===== src/hdl/hsn_pkg.sv =====
// Shared widths, register indexes and transfer types of the height-field slope block.
`default_nettype none

package hsn_pkg;

  localparam int HEIGHT_W    = 16;
  localparam int DIFF_W      = HEIGHT_W + 2;
  localparam int SCALE_W     = 16;
  localparam int SLOPE_W     = 24;
  localparam int POS_W       = 10;
  localparam int SIZE_W      = 11;
  localparam int CFG_AW      = 2;
  localparam int CFG_DW      = 16;
  localparam int PROD_W      = DIFF_W + SCALE_W + 1;
  localparam int MIN_SIZE    = 2;
  localparam int SIZE_RESET  = 1024;
  localparam int QUEUE_DEPTH = 4;
  localparam int QLVL_W      = $clog2(QUEUE_DEPTH + 1);

  localparam logic [CFG_AW-1:0] REG_GRID_WIDTH  = 2'd0;
  localparam logic [CFG_AW-1:0] REG_GRID_HEIGHT = 2'd1;
  localparam logic [CFG_AW-1:0] REG_X_SCALE     = 2'd2;
  localparam logic [CFG_AW-1:0] REG_Y_SCALE     = 2'd3;

  localparam logic [SCALE_W-1:0] SCALE_RESET = 16'd256;

  localparam logic signed [SLOPE_W-1:0] SLOPE_MAX = 24'sh7FFFFF;
  localparam logic signed [SLOPE_W-1:0] SLOPE_MIN = 24'sh800000;

  typedef struct packed {
    logic [SCALE_W-1:0] x;
    logic [SCALE_W-1:0] y;
  } hsn_scale_t;

  // Everything the back end needs for the normals that one sample completes.
  typedef struct packed {
    logic signed [DIFF_W-1:0] dx0;
    logic signed [DIFF_W-1:0] dy0;
    logic signed [DIFF_W-1:0] dx1;
    logic signed [DIFF_W-1:0] dy1;
    logic signed [DIFF_W-1:0] dx2;
    logic signed [DIFF_W-1:0] dy2;
    logic [POS_W-1:0]         col;
    logic [POS_W-1:0]         row;
    logic                     has1;
    logic                     has2;
  } hsn_job_t;

endpackage

`default_nettype wire


===== src/hdl/hsn_queue.sv =====
// Short job queue that decouples the front end from the back end.
`default_nettype none

module hsn_queue import hsn_pkg::*; (
  input  logic              clk,
  input  logic              rst_n,
  input  logic              push,
  input  hsn_job_t          push_job,
  input  logic              pop,
  output hsn_job_t          head,
  output logic [QLVL_W-1:0] level
);

  localparam int PW = $clog2(QUEUE_DEPTH);

  hsn_job_t          slots_r [QUEUE_DEPTH];
  logic [PW-1:0]     wr_r;
  logic [PW-1:0]     rd_r;
  logic [QLVL_W-1:0] level_r, level_nxt;

  always_comb begin
    level_nxt = level_r;
    if (push && !pop) begin
      level_nxt = level_r + 1'b1;
    end else if (pop && !push) begin
      level_nxt = level_r - 1'b1;
    end
  end

  always_ff @(posedge clk) begin
    if (!rst_n) begin
      wr_r    <= '0;
      rd_r    <= '0;
      level_r <= '0;
    end else begin
      if (push) begin
        wr_r <= wr_r + 1'b1;
      end
      if (pop) begin
        rd_r <= rd_r + 1'b1;
      end
      level_r <= level_nxt;
    end
  end

  always_ff @(posedge clk) begin
    if (push) begin
      slots_r[wr_r] <= push_job;
    end
  end

  assign head  = slots_r[rd_r];
  assign level = level_r;

  a_level_max: assert property (@(posedge clk) disable iff (!rst_n)
    level_r <= QLVL_W'(QUEUE_DEPTH))
    else $error("queue level beyond its depth");

  a_no_underrun: assert property (@(posedge clk) disable iff (!rst_n)
    pop |-> level_r != '0)
    else $error("pop from an empty queue");

  a_ptr_gap: assert property (@(posedge clk) disable iff (!rst_n)
    (level_r != QLVL_W'(QUEUE_DEPTH)) |-> (wr_r - rd_r) == PW'(level_r))
    else $error("queue pointers disagree with the level");

endmodule

`default_nettype wire


===== config.mk =====
export PLATFORM = sky130hd
export DESIGN_NAME = hsn_queue
export DESIGN_NICKNAME = d
export VERILOG_FILES = /design/src/hdl/hsn_pkg.sv /design/src/hdl/hsn_queue.sv
export SDC_FILE = /design/constraint.sdc
export NUM_CORES = 1
export LEC_CHECK = 0
export BUFFER_PORTS_ARGS = -buffer_cell sky130_fd_sc_hd__buf_2
export CAP_MARGIN = 20
export CORE_ASPECT_RATIO = 1.2
export CORE_MARGIN = 2
export CORE_UTILIZATION = 50
export CTS_CLUSTER_DIAMETER = 150
export DETAILED_ROUTE_END_ITERATION = 7
export MAX_ROUTING_LAYER = met4
export PLACE_DENSITY = 0.71
export SYNTH_ARGS = -nofsm -noshare
export SYNTH_HDL_FRONTEND = slang
export SYNTH_SLANG_ARGS = --single-unit

===== constraint.sdc =====
create_clock -name clk -period 10 [get_ports clk]
set_input_delay 1.5 -clock clk [delete_from_list [all_inputs] [get_ports clk]]
set_output_delay 1.5 -clock clk [all_outputs]
set_load 0.02 [all_outputs]

==> results.yml <==
sta:
  fin_crit_sh_pct: 46.9
  hold_ws_ns: 0.491
  worst_pin_slew_ns: 1.05
  maxSlewViolCount: 0
  hold_violations: 0
  tns_ns: 0
  setup_ws_ns: 5.31
  fin_skew_ns: 0.0181
  slew_headroom_pct: 29.7
  rsz0062_at_grt: "false"
  timing.fmax_mhz: 213
  setup_viol: 0
  fin_crit_ns: 4.69
clock_tree:
  cts_made_buffers: 49
  cts_hold_buffers: 0
  cts_sinks: 529
  cts_buffer_depth: 3
  post_cts_resized: 0
  htree_levels: 2
  clock-root-buffer: "clkbuf_16"
  clk_latency_ns: 0.57
  cts_tree: "done"
  clk_pin_slew_ns: 0.06
  post_cts_buffers: 0
logic_synthesis:
  synth_area_leaders: "edfxtp_1 (81%), mux4_2 (15%), buf_12 (1.1%)"
  yosys.area.top_type_share_pct: 80.9
  ys_types: 21
  async_flop_share_pct: 0
  synth-seq-cells: 529
  synthesis.area_mm2: 0.0193
  synth_common_cells: "edfxtp_1 (520), mux4_2 (130), buf_12 (11)"
  synth_fp_nets: 860
  synth_area_per_cell_um2: 26.8
  syn_inst: 720
  yosysMostFrequentCell: "edfxtp_1"
  synth_top_area_cell: "edfxtp_1"
  ys_warn_count: 0
  synth_seq_area_share_pct: 81.9
  ys.flop_type: "edfxtp_1"
  synth_edf_count: 520
critical_path:
  r2r_slack_ns: 7.70
  reg2reg_to: "slots_r[0][123]"
  crit_path_cell_trace: "buf_4 > mux4_2 > buf_2"
  path_class: "flip-flop to primary output"
  slowest_stage: "dfxtp_4"
  arrival_ns: 3.19
  worstSetupEndpointType: "primary output"
  required_ns: 8.50
  critPathLaunchType: "flip-flop"
  critPathMaxStageDelay_ns: 0.88
  crit_fanout: 48
  r2r_cells: 4
  rr_startpoint: "wr_r[0]"
  endpoint: "head[41]"
detailed_routing:
  drt_first_iter_violations: 659
  dr_wl_met2_um: 18000
  drc: 0
  num_vias: 8448
  drt-met1-wl_um: 14000
  via_per_inst: 5.48
  wl_per_cell_um: 22.8
  firstDrtPassIters: 4
  ant_nets: 0
  route.met3.wl_um: 2580
  drt-total-wl_um: 35200
  highest_layer: "met4"
final_layout:
  layout-drive-gt1-share_pct: 45.2
  area_growth_pct: 16.6
  final_nets: 1159
  final_cells: 1543
  fin_util_pct: 59.3
job:
  maxCapViolCount: 0
power_and_ir_drop:
  leakagePower_uw: 0.00752
  ir_worst_vdd_v: 0.000199
  power.density_mw_per_mm2: 213
die:
  pin_count: 267
  rows: 78
  dieArea_mm2: 0.0402
  die_x_um: 183
  dieHeight_um: 219
  coreArea_mm2: 0.0380
  initial_core_util_pct: 50.8
placement:
  routabilityCongestion: 0.675
  portBuffers: 266
  place_inst: 1448
  post-dp-hpwl_um: 20400
  dp_slack_ns: 5.74
global_routing:
  grt_overflow: 0
  grt_max_degree: 71
  grt_pass1_vias: 9020
  antenna_found_initial: 6
  grt_pass1_wl_um: 52800
  track_usage_pct: 18.3
run_status:
  status: "finished clean"
hold_path:
  hold_path_class: "flip-flop to flip-flop"
## critical path, delay by kind of cell, from the launching register on
kind | cells | cell delay [ns]
buf+inv | 2 | 1.04
flops | 1 | 0.88
mux | 1 | 0.63
## layer usage
| metal | vias to the layer above | GRT usage [%] |
|---|---|---|
| met1 | 4411 | 22.4 |
| met4 | 0 | 5.04 |
| met5 | - | - |
| met2 | 267 | 30.2 |
| li1 | 3719 | - |
| met3 | 51 | 5.28 |
## registers in the layout, indices dropped and copies added, names as in the netlist, named ones only
register,count
slots_r,520
level,3
rd_r,2
wr_r,2
## where the power goes
| part | switching, uW | total [uW] | internal [uW] | leakage [uW] |
|---|---|---|---|---|
| Sequential | 40.4 | 2590 | 2550 | 0.00485 |
| Combinational | 296 | 499 | 204 | 0.00195 |
| Clock | 753 | 1710 | 955 | 0.000717 |
| Total | 1090 | 4800 | 3710 | 0.00752 |
## layout by cell type, fill, tap and decap left out, types with 3 or more instances in the layout
| cell | Yosys | layout |
|---|---|---|
| edfxtp_1 | 520 | 520 |
| buf_2 | 10 | 266 |
| mux4_2 | 130 | 130 |
| clkbuf_16 | 0 | 51 |
| clkinv_1 | 0 | 14 |
| buf_4 | 3 | 11 |
| clkbuf_1 | 1 | 10 |
| clkinv_2 | 0 | 8 |
| dfxtp_1 | 9 | 7 |
| diode_2 | 0 | 6 |
| and2_1 | 9 | 5 |
| ha_1 | 5 | 5 |
| inv_1 | 4 | 4 |
| and2_4 | 0 | 4 |
| xor2_1 | 3 | 3 |
| clkinvlp_4 | 0 | 3 |
## layout make-up
cell class,count,area [um2]
flip-flops and latches,529,15800
diodes,6,15.0
repair buffers,277,1410
clock inverters,28,163
multi-input cells,158,3180
well taps,480,601
inverters,4,15.0
clock buffers,61,1310
fillers,2682,15500
## worst min-delay path by stage
stage               depth (start not counted)      from  slack, ns       end
floorplan                                   2   wr_r[1]       0.53   wr_r[1]
global placement                            2  level[2]       0.48  level[2]
detailed placement                          2  level[2]       0.48  level[2]
CTS                                         2  level[2]       0.49  level[2]
global route                                2  level[2]       0.53  level[2]
finish                                      2  level[2]       0.49  level[2]
## per-stage QoR
step | area (um2) | power, uW
floorplan | 19300 | 2980
global placement | 21000 | 3140
detailed placement | 21000 | 3150
CTS | 22500 | 4860
global route | 22500 | 4980
finish | 22500 | 4800
## kinds of logic (layout without fill, tap and decap cells)
kind of cell	Yosys count	count (layout)	share of synthesized area (%)
fa+ha+maj	6	6	0.428
xor+xnor	5	5	0.227
other cells	0	6	0
compound gates	2	2	0.0648
buf+inv	33	370	1.73
mux	132	132	15.3
simple gates	13	13	0.409
flops	529	529	81.9
No activity file was read; power rests on OpenSTA's default activity.
