--- src/hdl/hsn_pkg.sv ---
// Shared widths, register indexes and transfer types of the height-field slope block.
`default_nettype none

package hsn_pkg;

  localparam int HEIGHT_W    = 16;
  localparam int DIFF_W      = HEIGHT_W + 2;
  localparam int SCALE_W     = 16;
  localparam int SLOPE_W     = 24;
  localparam int POS_W       = 10;
  localparam int SIZE_W      = 11;
  localparam int CFG_AW      = 2;
  localparam int CFG_DW      = 16;
  localparam int PROD_W      = DIFF_W + SCALE_W + 1;
  localparam int MIN_SIZE    = 2;
  localparam int SIZE_RESET  = 1024;
  localparam int QUEUE_DEPTH = 4;
  localparam int QLVL_W      = $clog2(QUEUE_DEPTH + 1);

  localparam logic [CFG_AW-1:0] REG_GRID_WIDTH  = 2'd0;
  localparam logic [CFG_AW-1:0] REG_GRID_HEIGHT = 2'd1;
  localparam logic [CFG_AW-1:0] REG_X_SCALE     = 2'd2;
  localparam logic [CFG_AW-1:0] REG_Y_SCALE     = 2'd3;

  localparam logic [SCALE_W-1:0] SCALE_RESET = 16'd256;

  localparam logic signed [SLOPE_W-1:0] SLOPE_MAX = 24'sh7FFFFF;
  localparam logic signed [SLOPE_W-1:0] SLOPE_MIN = 24'sh800000;

  typedef struct packed {
    logic [SCALE_W-1:0] x;
    logic [SCALE_W-1:0] y;
  } hsn_scale_t;

  // Everything the back end needs for the normals that one sample completes.
  typedef struct packed {
    logic signed [DIFF_W-1:0] dx0;
    logic signed [DIFF_W-1:0] dy0;
    logic signed [DIFF_W-1:0] dx1;
    logic signed [DIFF_W-1:0] dy1;
    logic signed [DIFF_W-1:0] dx2;
    logic signed [DIFF_W-1:0] dy2;
    logic [POS_W-1:0]         col;
    logic [POS_W-1:0]         row;
    logic                     has1;
    logic                     has2;
  } hsn_job_t;

endpackage

`default_nettype wire

--- src/hdl/hsn_if.sv ---
// Channel interfaces of the height-field slope block: samples in, normals out, configuration.
`default_nettype none


interface hsn_out_if import hsn_pkg::*; ();
  logic                      valid;
  logic                      ready;
  logic signed [SLOPE_W-1:0] slope_x;
  logic signed [SLOPE_W-1:0] slope_y;
  logic [POS_W-1:0]          column;
  logic [POS_W-1:0]          row;
  logic                      frame_end;

  modport source (output valid, output slope_x, output slope_y, output column, output row,
                  output frame_end, input ready);
  modport sink (input valid, input slope_x, input slope_y, input column, input row,
                input frame_end, output ready);
endinterface


`default_nettype wire

--- src/hdl/hsn_back.sv ---
// Back end: walks the normals of each job, scales, negates and saturates the slopes.
`default_nettype none

module hsn_back import hsn_pkg::*; (
  input  logic       clk,
  input  logic       rst_n,
  input  hsn_scale_t scale,
  input  hsn_job_t   head,
  input  logic       avail,
  output logic       pop,
  hsn_out_if.source  out_ch
);

  typedef enum logic [2:0] {
    SUB0 = 3'b001,
    SUB1 = 3'b010,
    SUB2 = 3'b100
  } hsn_sub_t;

  function automatic logic signed [SLOPE_W-1:0] sat_neg(input logic signed [PROD_W-1:0] p);
    logic signed [PROD_W-1:0] n;
    n = -p;
    if (n > PROD_W'(SLOPE_MAX)) begin
      return SLOPE_MAX;
    end else if (n < PROD_W'(SLOPE_MIN)) begin
      return SLOPE_MIN;
    end
    return SLOPE_W'(n);
  endfunction

  hsn_sub_t sub_r, sub_nxt, sub_next_in_job;

  logic                     out_en;
  logic                     mul_en;
  logic                     take;
  logic                     done;
  logic signed [DIFF_W-1:0] sel_dx;
  logic signed [DIFF_W-1:0] sel_dy;
  logic [POS_W-1:0]         sel_col;
  logic [POS_W-1:0]         sel_row;
  logic                     sel_last;
  logic signed [SCALE_W:0]  sx;
  logic signed [SCALE_W:0]  sy;

  logic                     mul_valid_r;
  logic signed [PROD_W-1:0] mul_x_r;
  logic signed [PROD_W-1:0] mul_y_r;
  logic [POS_W-1:0]         mul_col_r;
  logic [POS_W-1:0]         mul_row_r;
  logic                     mul_last_r;

  logic                      out_valid_r;
  logic signed [SLOPE_W-1:0] out_x_r;
  logic signed [SLOPE_W-1:0] out_y_r;
  logic [POS_W-1:0]          out_col_r;
  logic [POS_W-1:0]          out_row_r;
  logic                      out_last_r;

  // The second normal of a job lies one column to the left in the row below,
  // the third is the bottom right corner of the grid.
  always_comb begin
    case (sub_r)
      SUB1: begin
        sel_dx          = head.dx1;
        sel_dy          = head.dy1;
        sel_col         = head.col - 1'b1;
        sel_row         = head.row + 1'b1;
        sel_last        = 1'b0;
        done            = !head.has2;
        sub_next_in_job = SUB2;
      end
      SUB2: begin
        sel_dx          = head.dx2;
        sel_dy          = head.dy2;
        sel_col         = head.col;
        sel_row         = head.row + 1'b1;
        sel_last        = 1'b1;
        done            = 1'b1;
        sub_next_in_job = SUB0;
      end
      default: begin
        sel_dx          = head.dx0;
        sel_dy          = head.dy0;
        sel_col         = head.col;
        sel_row         = head.row;
        sel_last        = 1'b0;
        done            = !head.has1 && !head.has2;
        sub_next_in_job = head.has1 ? SUB1 : SUB2;
      end
    endcase
  end

  assign out_en  = !out_valid_r || out_ch.ready;
  assign mul_en  = !mul_valid_r || out_en;
  assign take    = avail && mul_en;
  assign pop     = take && done;
  assign sub_nxt = take ? (done ? SUB0 : sub_next_in_job) : sub_r;
  assign sx      = $signed({1'b0, scale.x});
  assign sy      = $signed({1'b0, scale.y});

  always_ff @(posedge clk) begin
    if (!rst_n) begin
      sub_r       <= SUB0;
      mul_valid_r <= 1'b0;
      out_valid_r <= 1'b0;
    end else begin
      sub_r <= sub_nxt;
      if (mul_en) begin
        mul_valid_r <= take;
      end
      if (out_en) begin
        out_valid_r <= mul_valid_r;
      end
    end
  end

  always_ff @(posedge clk) begin
    if (take) begin
      mul_x_r    <= sel_dx * sx;
      mul_y_r    <= sel_dy * sy;
      mul_col_r  <= sel_col;
      mul_row_r  <= sel_row;
      mul_last_r <= sel_last;
    end
    if (out_en && mul_valid_r) begin
      out_x_r    <= sat_neg(mul_x_r);
      out_y_r    <= sat_neg(mul_y_r);
      out_col_r  <= mul_col_r;
      out_row_r  <= mul_row_r;
      out_last_r <= mul_last_r;
    end
  end

  assign out_ch.valid     = out_valid_r;
  assign out_ch.slope_x   = out_x_r;
  assign out_ch.slope_y   = out_y_r;
  assign out_ch.column    = out_col_r;
  assign out_ch.row       = out_row_r;
  assign out_ch.frame_end = out_last_r;

  a_take_avail: assert property (@(posedge clk) disable iff (!rst_n)
    (sub_r != SUB0) |-> avail)
    else $error("job left the queue before all its normals were sent");

  a_mul_hold: assert property (@(posedge clk) disable iff (!rst_n)
    mul_valid_r && !out_en |=> mul_valid_r && $stable(mul_x_r) && $stable(mul_col_r))
    else $error("product stage lost an item while stalled");

  a_corner_last: assert property (@(posedge clk) disable iff (!rst_n)
    take && (sub_r == SUB2) |-> pop)
    else $error("corner normal is not the end of its job");

endmodule

`default_nettype wire

--- src/flat_wrapper.sv ---
// flat-port wrapper written by rule: the top's interface ports become plain ports
module hsn_back_flat import hsn_pkg::*;
  (clk, rst_n, scale, head, avail, pop, out_ch_valid, out_ch_slope_x, out_ch_slope_y, out_ch_column, out_ch_row, out_ch_frame_end, out_ch_ready);
  hsn_out_if out_ch_i ();
  input  logic clk;
  input  logic rst_n;
  input  hsn_scale_t scale;
  input  hsn_job_t head;
  input  logic avail;
  output logic pop;
  output wire logic [$bits(out_ch_i.valid)-1:0] out_ch_valid;
  output wire logic [$bits(out_ch_i.slope_x)-1:0] out_ch_slope_x;
  output wire logic [$bits(out_ch_i.slope_y)-1:0] out_ch_slope_y;
  output wire logic [$bits(out_ch_i.column)-1:0] out_ch_column;
  output wire logic [$bits(out_ch_i.row)-1:0] out_ch_row;
  output wire logic [$bits(out_ch_i.frame_end)-1:0] out_ch_frame_end;
  input wire logic [$bits(out_ch_i.ready)-1:0] out_ch_ready;
  assign out_ch_valid = out_ch_i.valid;
  assign out_ch_slope_x = out_ch_i.slope_x;
  assign out_ch_slope_y = out_ch_i.slope_y;
  assign out_ch_column = out_ch_i.column;
  assign out_ch_row = out_ch_i.row;
  assign out_ch_frame_end = out_ch_i.frame_end;
  assign out_ch_i.ready = out_ch_ready;
  hsn_back u_core (.clk(clk), .rst_n(rst_n), .scale(scale), .head(head), .avail(avail), .pop(pop), .out_ch(out_ch_i));
endmodule
--- config.mk ---
export PLATFORM = sky130hd
export DESIGN_NAME = hsn_back_flat
export DESIGN_NICKNAME = d
export VERILOG_FILES = /design/src/hdl/hsn_pkg.sv /design/src/hdl/hsn_if.sv /design/src/hdl/hsn_back.sv /design/src/flat_wrapper.sv
export SDC_FILE = /design/constraint.sdc
export NUM_CORES = 2
export LEC_CHECK = 0
export BUFFER_PORTS_ARGS = -buffer_cell sky130_fd_sc_hd__clkbuf_2
export CORE_AREA = 3 3 235 237
export DETAILED_ROUTE_END_ITERATION = 10
export DIE_AREA = 0 0 238 240
export MAX_ROUTING_LAYER = met4
export PLACE_DENSITY = 0.79
export REMOVE_ABC_BUFFERS = 1
export SLEW_MARGIN = 30
export SYNTH_ARGS = -nofsm -noshare
export SYNTH_HDL_FRONTEND = slang
export SYNTH_SLANG_ARGS = --single-unit
--- constraint.sdc ---
create_clock -name clk -period 7.3 [get_ports clk]
set_clock_uncertainty 0.15 [all_clocks]
set_input_delay 0.73 -clock clk [delete_from_list [all_inputs] [get_ports clk]]
set_output_delay 0.73 -clock clk [all_outputs]
set_load 0.05 [all_outputs]
==> impl_metrics.tcl <==
set metrics [dict create \
    status "completed" \
    start_util_pct 56.6 \
    min_path_type "reg -> reg" \
    firstDrtPassIters 6 \
    clock_latency_ns 0.44 \
    dp.cells 4360 \
    grt_use_total_pct 27.5 \
    ff2ff_path_depth 29 \
    min_period_over_period_pct 98.9 \
    synth_area_um2 30300 \
    whs_path_depth 0 \
    grt_max_degree 94 \
    cp-endpoint "u_core.mul_x_r[34]" \
    final_common_cell "inv_1" \
    crit_fanout 15 \
    synth_area_per_cell_um2 9.29 \
    hold_viol_final 0 \
    dieArea_um2 57100 \
    ant_nets 0 \
    worst_slack_ns 0.0837 \
    cts_tree "built" \
    utilization_pct 66.9 \
    cts_buffers 17 \
    maxSlewHeadroom_pct 39.3 \
    synth_ff_type "edfxtp_1" \
    htreeDepth 4 \
    fmax_mhz 139 \
    grt_pass1_wl_mm 122 \
    clockRootBuffer "clkbuf_16" \
    startpoint "u_core.sub_r[0]" \
    startpoint_type "register" \
    area_growth_pct 18.1 \
    dr.first_iter.drc_count 1715 \
    nets 4651 \
    worstSetupEndpointType "register" \
    drc_errors 0 \
    cap_violations 0 \
    dp_slack_ns -0.496 \
    slew_violations 0 \
    drt-wirelength-per-cell_um 16.9 \
    numPortBuffers 236 \
    crit_type "reg -> reg" \
    place.detailed.hpwl_mm 61.8 \
    synth-seq-cells 165 \
    drive_gt1_share_pct 19.6 \
    nFillCells 4115 \
    path_clk_slew_ns 0.08 \
    routed_via_density 5.37 \
    synth_edf_count 160 \
    synth_cell_type_count 74 \
    cp_data_arrival_time_ns 7.25 \
    rows 85 \
    ys_warn_count 0 \
    postPlaceCellArea_um2 34400 \
    stdcell_area_um2 35800 \
    cp_data_required_time_ns 7.34 \
    cts_max_path_buffers 2 \
    seqCellArea_um2 4910 \
    antenna_found_initial 0 \
    routed_wl_mm 74.6 \
    stdcell_count 4424 \
    clock-sinks 165 \
    worst_pin_slew_ns 0.898 \
    crit_slowest_cell "fa_1" \
    chipWidth_um 238 \
    yosysSeqAreaShare_pct 16.2 \
    r2r_end "u_core.mul_x_r[34]" \
    multi_input_area_um2 22500 \
    num_vias 23742 \
    cts-hold-fix-buffers 0 \
    synth-async-reset-ratio_pct 0 \
    period_needed_ns 7.22 \
    cpPeakStageDelay_ns 0.53 \
    final-setup-viol-count 0 \
    core_um2 53500 \
    ios 237 \
    grt_pass1_vias 25366 \
    gr-total-overflow 0 \
    antennaDiodeCount 0 \
    die_h_um 240 \
    reg2reg_from "u_core.sub_r[0]" \
    rsz0062_at_grt "true" \
    syn_inst 3263 \
    gp_congestion 0.924 \
    cpMostUsedCell "fa_1" \
    r2r_slack_ns 0.08 \
    final_cell_mix "inv_1, fa_1, nand2_1, buf_4, clkbuf_2" \
]
==> registers in the layout, indices dropped and copies added (netlist names), 3 cells and up <==
register               count
u_core.sub_r               3
u_core.out_ch.slope_y     24
u_core.mul_y_r            35
u_core.mul_col_r          10
u_core.mul_x_r            35
u_core.out_ch.slope_x     24
u_core.out_ch.row         10
u_core.mul_row_r          10
u_core.out_ch.column      10
==> final cells by class <==
type | count | share of cell area, %
multi-input combinational | 2201 | 62.9
inverter | 768 | 8.06
timing repair buffer | 562 | 11.2
clock inverter | 15 | 0.497
clock buffer | 17 | 1.19
tap | 696 | 2.43
sequential | 165 | 13.7
==> cell families after synthesis <==
logic type	after synthesis	synth area share [%]
mux	7	0.240
flops	165	16.2
xor+xnor	133	3.84
fa+ha+maj	770	46.3
compound gates	292	6.48
buf+inv	897	11.2
simple gates	999	15.7
==> critical path: cells and delay by family (launching register included) <==
family	cells	cell delay (ns)
AOI/OAI and AO/OA	8	1.78
xor gates and xnor gates	1	0.13
adders and majority gates	7	3.14
buffers and inverters	8	0.85
DFF	1	0.36
and+or+nand+nor	5	0.56
==> synth_stat cells (15+ instances only) <==
cell,n,share of area [%]
inv_1,767,9.5
fa_1,586,39
nand2_1,480,5.9
and2_1,234,4.8
ha_1,184,7.6
edfxtp_1,160,16
clkbuf_1,106,1.3
nor2_1,106,1.3
xnor2_1,90,2.6
a21oi_1,71,1.2
a21o_1,47,1.2
nor3_1,44,0.73
xor2_1,43,1.2
o21ai_0,41,0.68
a22oi_1,36,0.89
nand3_1,24,0.40
nor4_1,18,0.37
o21a_1,17,0.42
a31oi_1,15,0.31
==> per-layer routing <==
metal	GRT usage (%)	up-vias	wire length (um)
met5	-	-	0
met4	9.14	0	2480
met3	3.37	156	5330
met2	45.7	926	36400
met1	35.4	11842	30400
li1	-	10818	-
==> timing repair <==
item | CTS | global route
pin swaps | 6 | 66
gates resized for setup | 40 | 101
gates cloned | 0 | 3
endpoints found under the setup margin | 17 | 22
buffers inserted | 3 | 27
==> per-stage QoR <==
step	setup TNS, ns	hold WS [ns]
6_report	0	0.261
5_1_grt	-0.948	0.273
4_1_cts	0	0.268
3_5_place_dp	-4.04	0.256
3_3_place_gp	-1.77	0.250
2_1_floorplan	-108.14	0.250
==> worst min path at each step <==
stage                   startpoint  slack [ns]                       to
6_report       u_core.mul_row_r[9]        0.26     u_core.out_ch.row[9]
2_1_floorplan  u_core.mul_col_r[0]        0.25  u_core.out_ch.column[0]
5_1_grt        u_core.mul_row_r[4]        0.27     u_core.out_ch.row[4]
3_5_place_dp   u_core.mul_row_r[1]        0.26     u_core.out_ch.row[1]
4_1_cts        u_core.mul_row_r[9]        0.27     u_core.out_ch.row[9]
3_3_place_gp   u_core.mul_col_r[2]        0.25  u_core.out_ch.column[2]
Power is not shown: default switching activity piles up to over one toggle a cycle in this logic, so the estimate is an artifact.
